### config.mk
export PLATFORM = sky130hd
export DESIGN_NAME = dcst_chan
export DESIGN_NICKNAME = d
export VERILOG_FILES = /design/src/sv/dcst_pkg.sv /design/src/sv/dcst_chan.sv
export SDC_FILE = /design/constraint.sdc
export NUM_CORES = 2
export LEC_CHECK = 0
export BUFFER_PORTS_ARGS = -buffer_cell sky130_fd_sc_hd__buf_2
export CAP_MARGIN = 10
export CORE_UTILIZATION = 66
export DETAILED_ROUTE_END_ITERATION = 10
export PLACE_DENSITY = 0.88
export RECOVER_POWER = 100
export SLEW_MARGIN = 5
export SYNTH_ARGS = -nofsm -noshare
export SYNTH_HDL_FRONTEND = slang
export SYNTH_SLANG_ARGS = --single-unit
### constraint.sdc
create_clock -name clk_i -period 7.6 [get_ports clk_i]
set_input_delay 1.14 -clock clk_i [delete_from_list [all_inputs] [get_ports clk_i]]
set_output_delay 1.14 -clock clk_i [all_outputs]
set_load 0.02 [all_outputs]
### src/sv/dcst_pkg.sv
// Package for the dual-channel scope trace and peak-to-peak block.
// Holds field widths, arithmetic constants, register indexes and the stage-advance struct.
// No dependencies.
package dcst_pkg;

  // Field and internal widths
  localparam int SAMPLE_W   = 16;
  localparam int GAIN_W     = 16;
  localparam int OFFSET_W   = 11;
  localparam int ROW_W      = 8;
  localparam int VPP_W      = 16;
  localparam int CFG_IDX_W  = 3;
  localparam int CFG_DATA_W = 16;
  localparam int PROD_W     = 33;  // centred sample times gain
  localparam int BASE_W     = 34;  // product plus mid-scale bias
  localparam int OFFT_W     = 40;  // offset term
  localparam int NUM_W      = 48;  // row numerator
  localparam int PD_W       = 28;  // span times full-scale millivolts
  localparam int P_W        = 12;  // millivolts before range scaling
  localparam int REM_W      = 17;  // remainder in the divide-by-65535 correction

  // Arithmetic constants
  localparam logic [GAIN_W-1:0]    GAIN_RESET = 16'd4096;
  localparam logic [SAMPLE_W-1:0]  FULL_SCALE = 16'hFFFF;
  localparam logic [ROW_W-1:0]     ROW_MIN    = 8'd40;
  localparam logic [ROW_W-1:0]     ROW_MAX    = 8'd219;
  localparam logic [PD_W-1:0]      MV_FULL    = 28'd3300;
  localparam logic [REM_W-1:0]     REM_LIMIT  = 17'd65535;

  localparam logic signed [BASE_W-1:0] MID_BIAS  = 34'sd134217728;  // 32768 * 4096
  localparam logic signed [NUM_W-1:0]  ROW_SCALE = 48'sd2864;       // 179 * 16
  localparam logic signed [OFFT_W-1:0] OFF_SCALE = 40'sd268431360;  // 65535 * 4096

  // Full-scale denominator 65535 * 65536 and the clamp thresholds
  localparam longint ROW_DEN = 64'd65535 * 64'd65536;
  localparam logic signed [NUM_W-1:0] ROW_HI_TH = NUM_W'(ROW_DEN * 64'd219);
  localparam logic signed [NUM_W-1:0] ROW_LO_TH = NUM_W'(ROW_DEN * 64'd41);

  // Register indexes
  typedef enum logic [CFG_IDX_W-1:0] {
    CFG_GAIN_A   = 3'd0,
    CFG_GAIN_B   = 3'd1,
    CFG_OFFSET_A = 3'd2,
    CFG_OFFSET_B = 3'd3,
    CFG_RANGE_A  = 3'd4,
    CFG_RANGE_B  = 3'd5
  } cfg_idx_e;

  // Load enables for the channel pipeline stages
  typedef struct packed {
    logic s2;
    logic s3;
    logic s4;
    logic s5;
  } adv_t;

endpackage

### src/sv/dcst_chan.sv
// One channel of the scope block: row scaling pipeline and min/max peak-to-peak tracking.
// Stages two to five; stage one (input register) lives in the top level.
// Depends on dcst_pkg.
module dcst_chan
  import dcst_pkg::*;
(
  input  logic                       clk_i,
  input  logic                       rst_ni,
  input  adv_t                       adv_i,
  input  logic                       last_i,
  input  logic [SAMPLE_W-1:0]        sample_i,
  input  logic [GAIN_W-1:0]          gain_i,
  input  logic signed [OFFSET_W-1:0] offset_i,
  input  logic                       range_i,
  output logic [ROW_W-1:0]           row_o,
  output logic [VPP_W-1:0]           vpp_o
);

  // Stage two: centred product, offset term, folded min/max span
  logic signed [SAMPLE_W-1:0] ctr;
  logic signed [PROD_W-1:0]   prod_d, prod_q;
  logic signed [OFFT_W-1:0]   offt_d, offt_q;
  logic [SAMPLE_W-1:0]        max_nxt, min_nxt;
  logic [SAMPLE_W-1:0]        max_q, min_q;
  logic [SAMPLE_W-1:0]        span_d, span_q;

  // Stage three: row numerator and millivolt product
  logic signed [BASE_W-1:0]   base;
  logic signed [NUM_W-1:0]    num_d, num_q;
  logic [PD_W-1:0]            pd_d, pd_q;

  // Stage four: clamped row and millivolts
  logic                       row_hi, row_lo;
  logic [ROW_W-1:0]           rk0;
  logic [REM_W-1:0]           rrem;
  logic [ROW_W-1:0]           row_d, row_q;
  logic [P_W-1:0]             pk0;
  logic [REM_W-1:0]           prem;
  logic [P_W-1:0]             p_d, p_q;

  // Stage five: range scaling
  logic [VPP_W-1:0]           vpp_d, vpp_q;
  logic [ROW_W-1:0]           row_out_q;

  // Centre the sample: flipping the top bit gives s - 32768 as a signed value
  always_comb begin
    ctr     = $signed({~sample_i[SAMPLE_W-1], sample_i[SAMPLE_W-2:0]});
    prod_d  = ctr * $signed({1'b0, gain_i});
    offt_d  = OFFT_W'(offset_i) * OFF_SCALE;
    max_nxt = (sample_i > max_q) ? sample_i : max_q;
    min_nxt = (sample_i < min_q) ? sample_i : min_q;
    span_d  = last_i ? (max_nxt - min_nxt) : '0;
  end

  // Hold the running min/max; restart them at the end of a frame
  always_ff @(posedge clk_i or negedge rst_ni) begin
    if (!rst_ni) begin
      max_q <= '0;
      min_q <= FULL_SCALE;
    end else if (adv_i.s2) begin
      max_q <= last_i ? '0 : max_nxt;
      min_q <= last_i ? FULL_SCALE : min_nxt;
    end
  end

  // Add the mid-scale bias, map onto 179 rows in sixteenths, add the offset
  always_comb begin
    base  = $signed({prod_q[PROD_W-1], prod_q}) + MID_BIAS;
    num_d = NUM_W'(base) * ROW_SCALE + NUM_W'(offt_q);
    pd_d  = PD_W'(span_q) * MV_FULL;
  end

  // Divide by 65535 * 65536: shift by 16, estimate by a second shift, correct once
  always_comb begin
    row_hi = (num_q >= ROW_HI_TH);
    row_lo = (num_q < ROW_LO_TH);
    rk0    = num_q[39:32];
    rrem   = {1'b0, num_q[31:16]} + REM_W'(rk0);
    if (row_hi) begin
      row_d = ROW_MAX;
    end else if (row_lo) begin
      row_d = ROW_MIN;
    end else begin
      row_d = rk0 + ROW_W'(rrem >= REM_LIMIT);
    end
    pk0 = pd_q[PD_W-1:16];
    prem = {1'b0, pd_q[15:0]} + REM_W'(pk0);
    p_d  = pk0 + P_W'(prem >= REM_LIMIT);
  end

  // Halve for the x2 range, times ten for the x10 range
  always_comb begin
    if (range_i) begin
      vpp_d = (VPP_W'(p_q) << 3) + (VPP_W'(p_q) << 1);
    end else begin
      vpp_d = VPP_W'(p_q >> 1);
    end
  end

  // Payload registers, loaded as each stage advances
  always_ff @(posedge clk_i) begin
    if (adv_i.s2) begin
      prod_q <= prod_d;
      offt_q <= offt_d;
      span_q <= span_d;
    end
    if (adv_i.s3) begin
      num_q <= num_d;
      pd_q  <= pd_d;
    end
    if (adv_i.s4) begin
      row_q <= row_d;
      p_q   <= p_d;
    end
    if (adv_i.s5) begin
      row_out_q <= row_q;
      vpp_q     <= vpp_d;
    end
  end

  assign row_o = row_out_q;
  assign vpp_o = vpp_q;

endmodule

==> impl_metrics.yaml <==
status:
  status: "finished, violations left"
  violations: "max-capacitance violations, max-slew violations"
routing:
  via_per_inst: 5.81
  drt_iter0_drc: 1622
  drc: 0
  drt_pass1_iterations: 6
  routedWlPerCell_microns: 17.3
  drt_wl_total_mm: 69.5
  ant_nets: 0
  vias: 23300
global_routing:
  overflow: 0
  antenna_found_initial: 2
  grt_pass1_vias: 24200
  grt.total_usage_pct: 28.9
  grt_pass1_wl_mm: 116
  grt_max_degree: 59
synth:
  netlist_area_sq_um: 32000
  synth_fp_nets: 4258
  synth-seq-cells: 211
  synth_edf_count: 179
  yosys_warnings: 0
  yosys.area.top_type: "fa_1"
  syn_inst: 3320
  synth.area.mux_share_pct: 0.942
  ys.flop_type: "edfxtp_1"
  synthTopCellsByArea: "fa_1 (24%), ha_1 (20%), edfxtp_1 (17%)"
  yosys.area_share.simple_pct: 10.4
  synth_top_area_share_pct: 24.3
  post_synth.cell_area_avg_sq_um: 9.64
  synth_xor_area_share_pct: 5.06
  synth_compound_area_share_pct: 11.7
  async_flop_share_pct: 15.2
  synth_fa_ha_area_share_pct: 43.8
  synth.distinct_cells: 79
  yosysSeqAreaShare_pct: 19.4
  synth_top_family_by_area: "adder cells"
die:
  dieWidth_microns: 222
  num_rows: 80
  core_sq_um: 47700
  die_area_sq_um: 49400
  initial_core_util_pct: 67.0
  die_y_microns: 222
  ioPinCount: 75
flow_run:
  cap_violations: 4
place:
  dp_slack_ns: 0.159
  place.gp.congestion: 0.942
  post-dp-hpwl_mm: 56.3
  io_buffers: 74
  dp.cells: 3960
critical_path:
  cp-end-kind: "flip-flop"
  required_ns: 7.89
  arrival_ns: 7.46
  cp_max_fo: 12
  crit_type: "in -> reg"
  crit_path_start_kind: "primary input"
sta:
  setup_viol: 0
  maxSlewHeadroom_pct: -103
  hold_viol: 0
  fmax_mhz: 140
  finalCritPeriodShare_pct: 94.3
  worst_slack_ns: 0.433
  fin_tns_setup_ns: 0
  timing_worst_slew_pin_value_ns: 3.04
  fin_crit_ns: 7.17
  rsz0062_at_grt: "false"
  skew_ns: 0.0182
  maxSlewViolCount: 189
cells_and_area:
  nets: 4311
  fill_cells: 3280
  final_cell_mix: "inv_1 (673), ha_1 (499), fa_1 (388)"
  layout-drive-gt1-share_pct: 4.92
  final_common_cell: "inv_1"
  fin_cells: 4010
  area_growth_pct: 5.90
clock_tree:
  clock_latency_ns: 0.56
  clock_path_buffers: 3
  cts.sinks: 211
  hold_buffers: 0
  htreeDepth: 1
  cts_resized: 0
  root_buffer: "clkbuf_16"
  postCtsSetupBuffers: 0
  path_clk_slew_ns: 0.06
  numCtsBuffers: 26
  cts_tree: "yes"
worst_hold_path:
  hp-class: "reg -> reg"
==> path summary, 6_finish.rpt <==
path                                         to  slack [ns]  cells after the start                    from
setup / recovery           prod_q[25]$_DFFE_PP_        0.43                     20             sample_i[1]
hold / removal               row_o[5]$_DFFE_PP_        0.42                      0  row_q[5]$_SDFFCE_PP0P_
setup reg to reg            num_q[47]$_DFFE_PP_        0.63                     23     prod_q[7]$_DFFE_PP_
hold reg to reg              row_o[5]$_DFFE_PP_        0.42                      0  row_q[5]$_SDFFCE_PP0P_
max in group asynchronous  max_q[2]$_DFFE_PN0P_        5.53                      1                  rst_ni
min in group asynchronous  max_q[4]$_DFFE_PN0P_        1.03                      1                  rst_ni
==> sequential cells by signal, summed over array words and instances, names as in the netlist <==
signal  cells
prod_q     33
num_q      32
offt_q     28
pd_q       26
max_q      16
min_q      16
span_q     16
vpp_o      16
p_q        12
row_o       8
row_q       8
==> critical path, stage by stage <==
cell and delay, ns:
clkbuf_1 0.49, clkbuf_1 0.40, and2_0 0.21, fa_1 0.44
fa_1 0.44, fa_1 0.39, inv_1 0.09, fa_1 0.38
inv_1 0.09, fa_1 0.44, fa_1 0.49, ha_1 0.43
nand3_1 0.15, o31ai_1 0.42, o2bb2ai_1 0.20, a211oi_1 0.42
o211ai_1 0.17, a21boi_1 0.23, nor4_1 0.09, a311o_1 0.34
==> cells by family after synthesis <==
group | count (synthesis)
compound gates | 568
mux | 29
flops | 211
xor+xnor | 185
simple gates | 694
buf+inv | 746
fa+ha+maj | 887
==> area by class of cell <==
cell class                      count  area (sq um)  share of cell area (%)
Multi-Input combinational cell   2363         23000                    67.7
Sequential cell                   211          6200                    18.3
Inverter                          673          2530                    7.45
Tap cell                          615           769                    2.27
Clock buffer                       31           731                    2.16
Clock inverter                     17           213                   0.628
Timing Repair Buffer               98           494                    1.46
Antenna cell                        2          5.00                  0.0148
==> per-stage QoR <==
step | util [%] | cell area, sq um | hold WS (ns)
6_report | 71.0 | 33900 | 0.419
2_1_floorplan | - | 32000 | 0.400
5_1_grt | 71.0 | 33900 | 0.434
4_1_cts | 71.2 | 34000 | 0.420
3_5_place_dp | 69.3 | 33100 | 0.405
3_3_place_gp | 69.3 | 33100 | 0.401
==> routing by layer <==
layer / global-route usage, % / wire length (microns) / up-vias
li1: - / - / 11100
met1: 37.8 / 29200 / 11200
met2: 49.7 / 33600 / 876
met3: 4.03 / 4510 / 172
met4: 8.87 / 2160 / 0
met5: 0 / 0 / -
==> synthesized netlist by cell type, types with 19 or more instances <==
master and n:
a21o_1 76, a21oi_1 167, and2_1 108, and3_1 19
clkbuf_1 63, edfxtp_1 179, fa_1 388, ha_1 499
inv_1 673, mux2i_1 20, nand2_1 267, nand3_1 46
nor2_1 113, nor2b_1 20, nor3_1 35, o21a_1 26
o21ai_0 91, o21ai_1 21, o21bai_1 31, xnor2_1 131
xor2_1 54
Power is not shown: default switching activity piles up to over one toggle a cycle in this logic, so the estimate is an artifact.
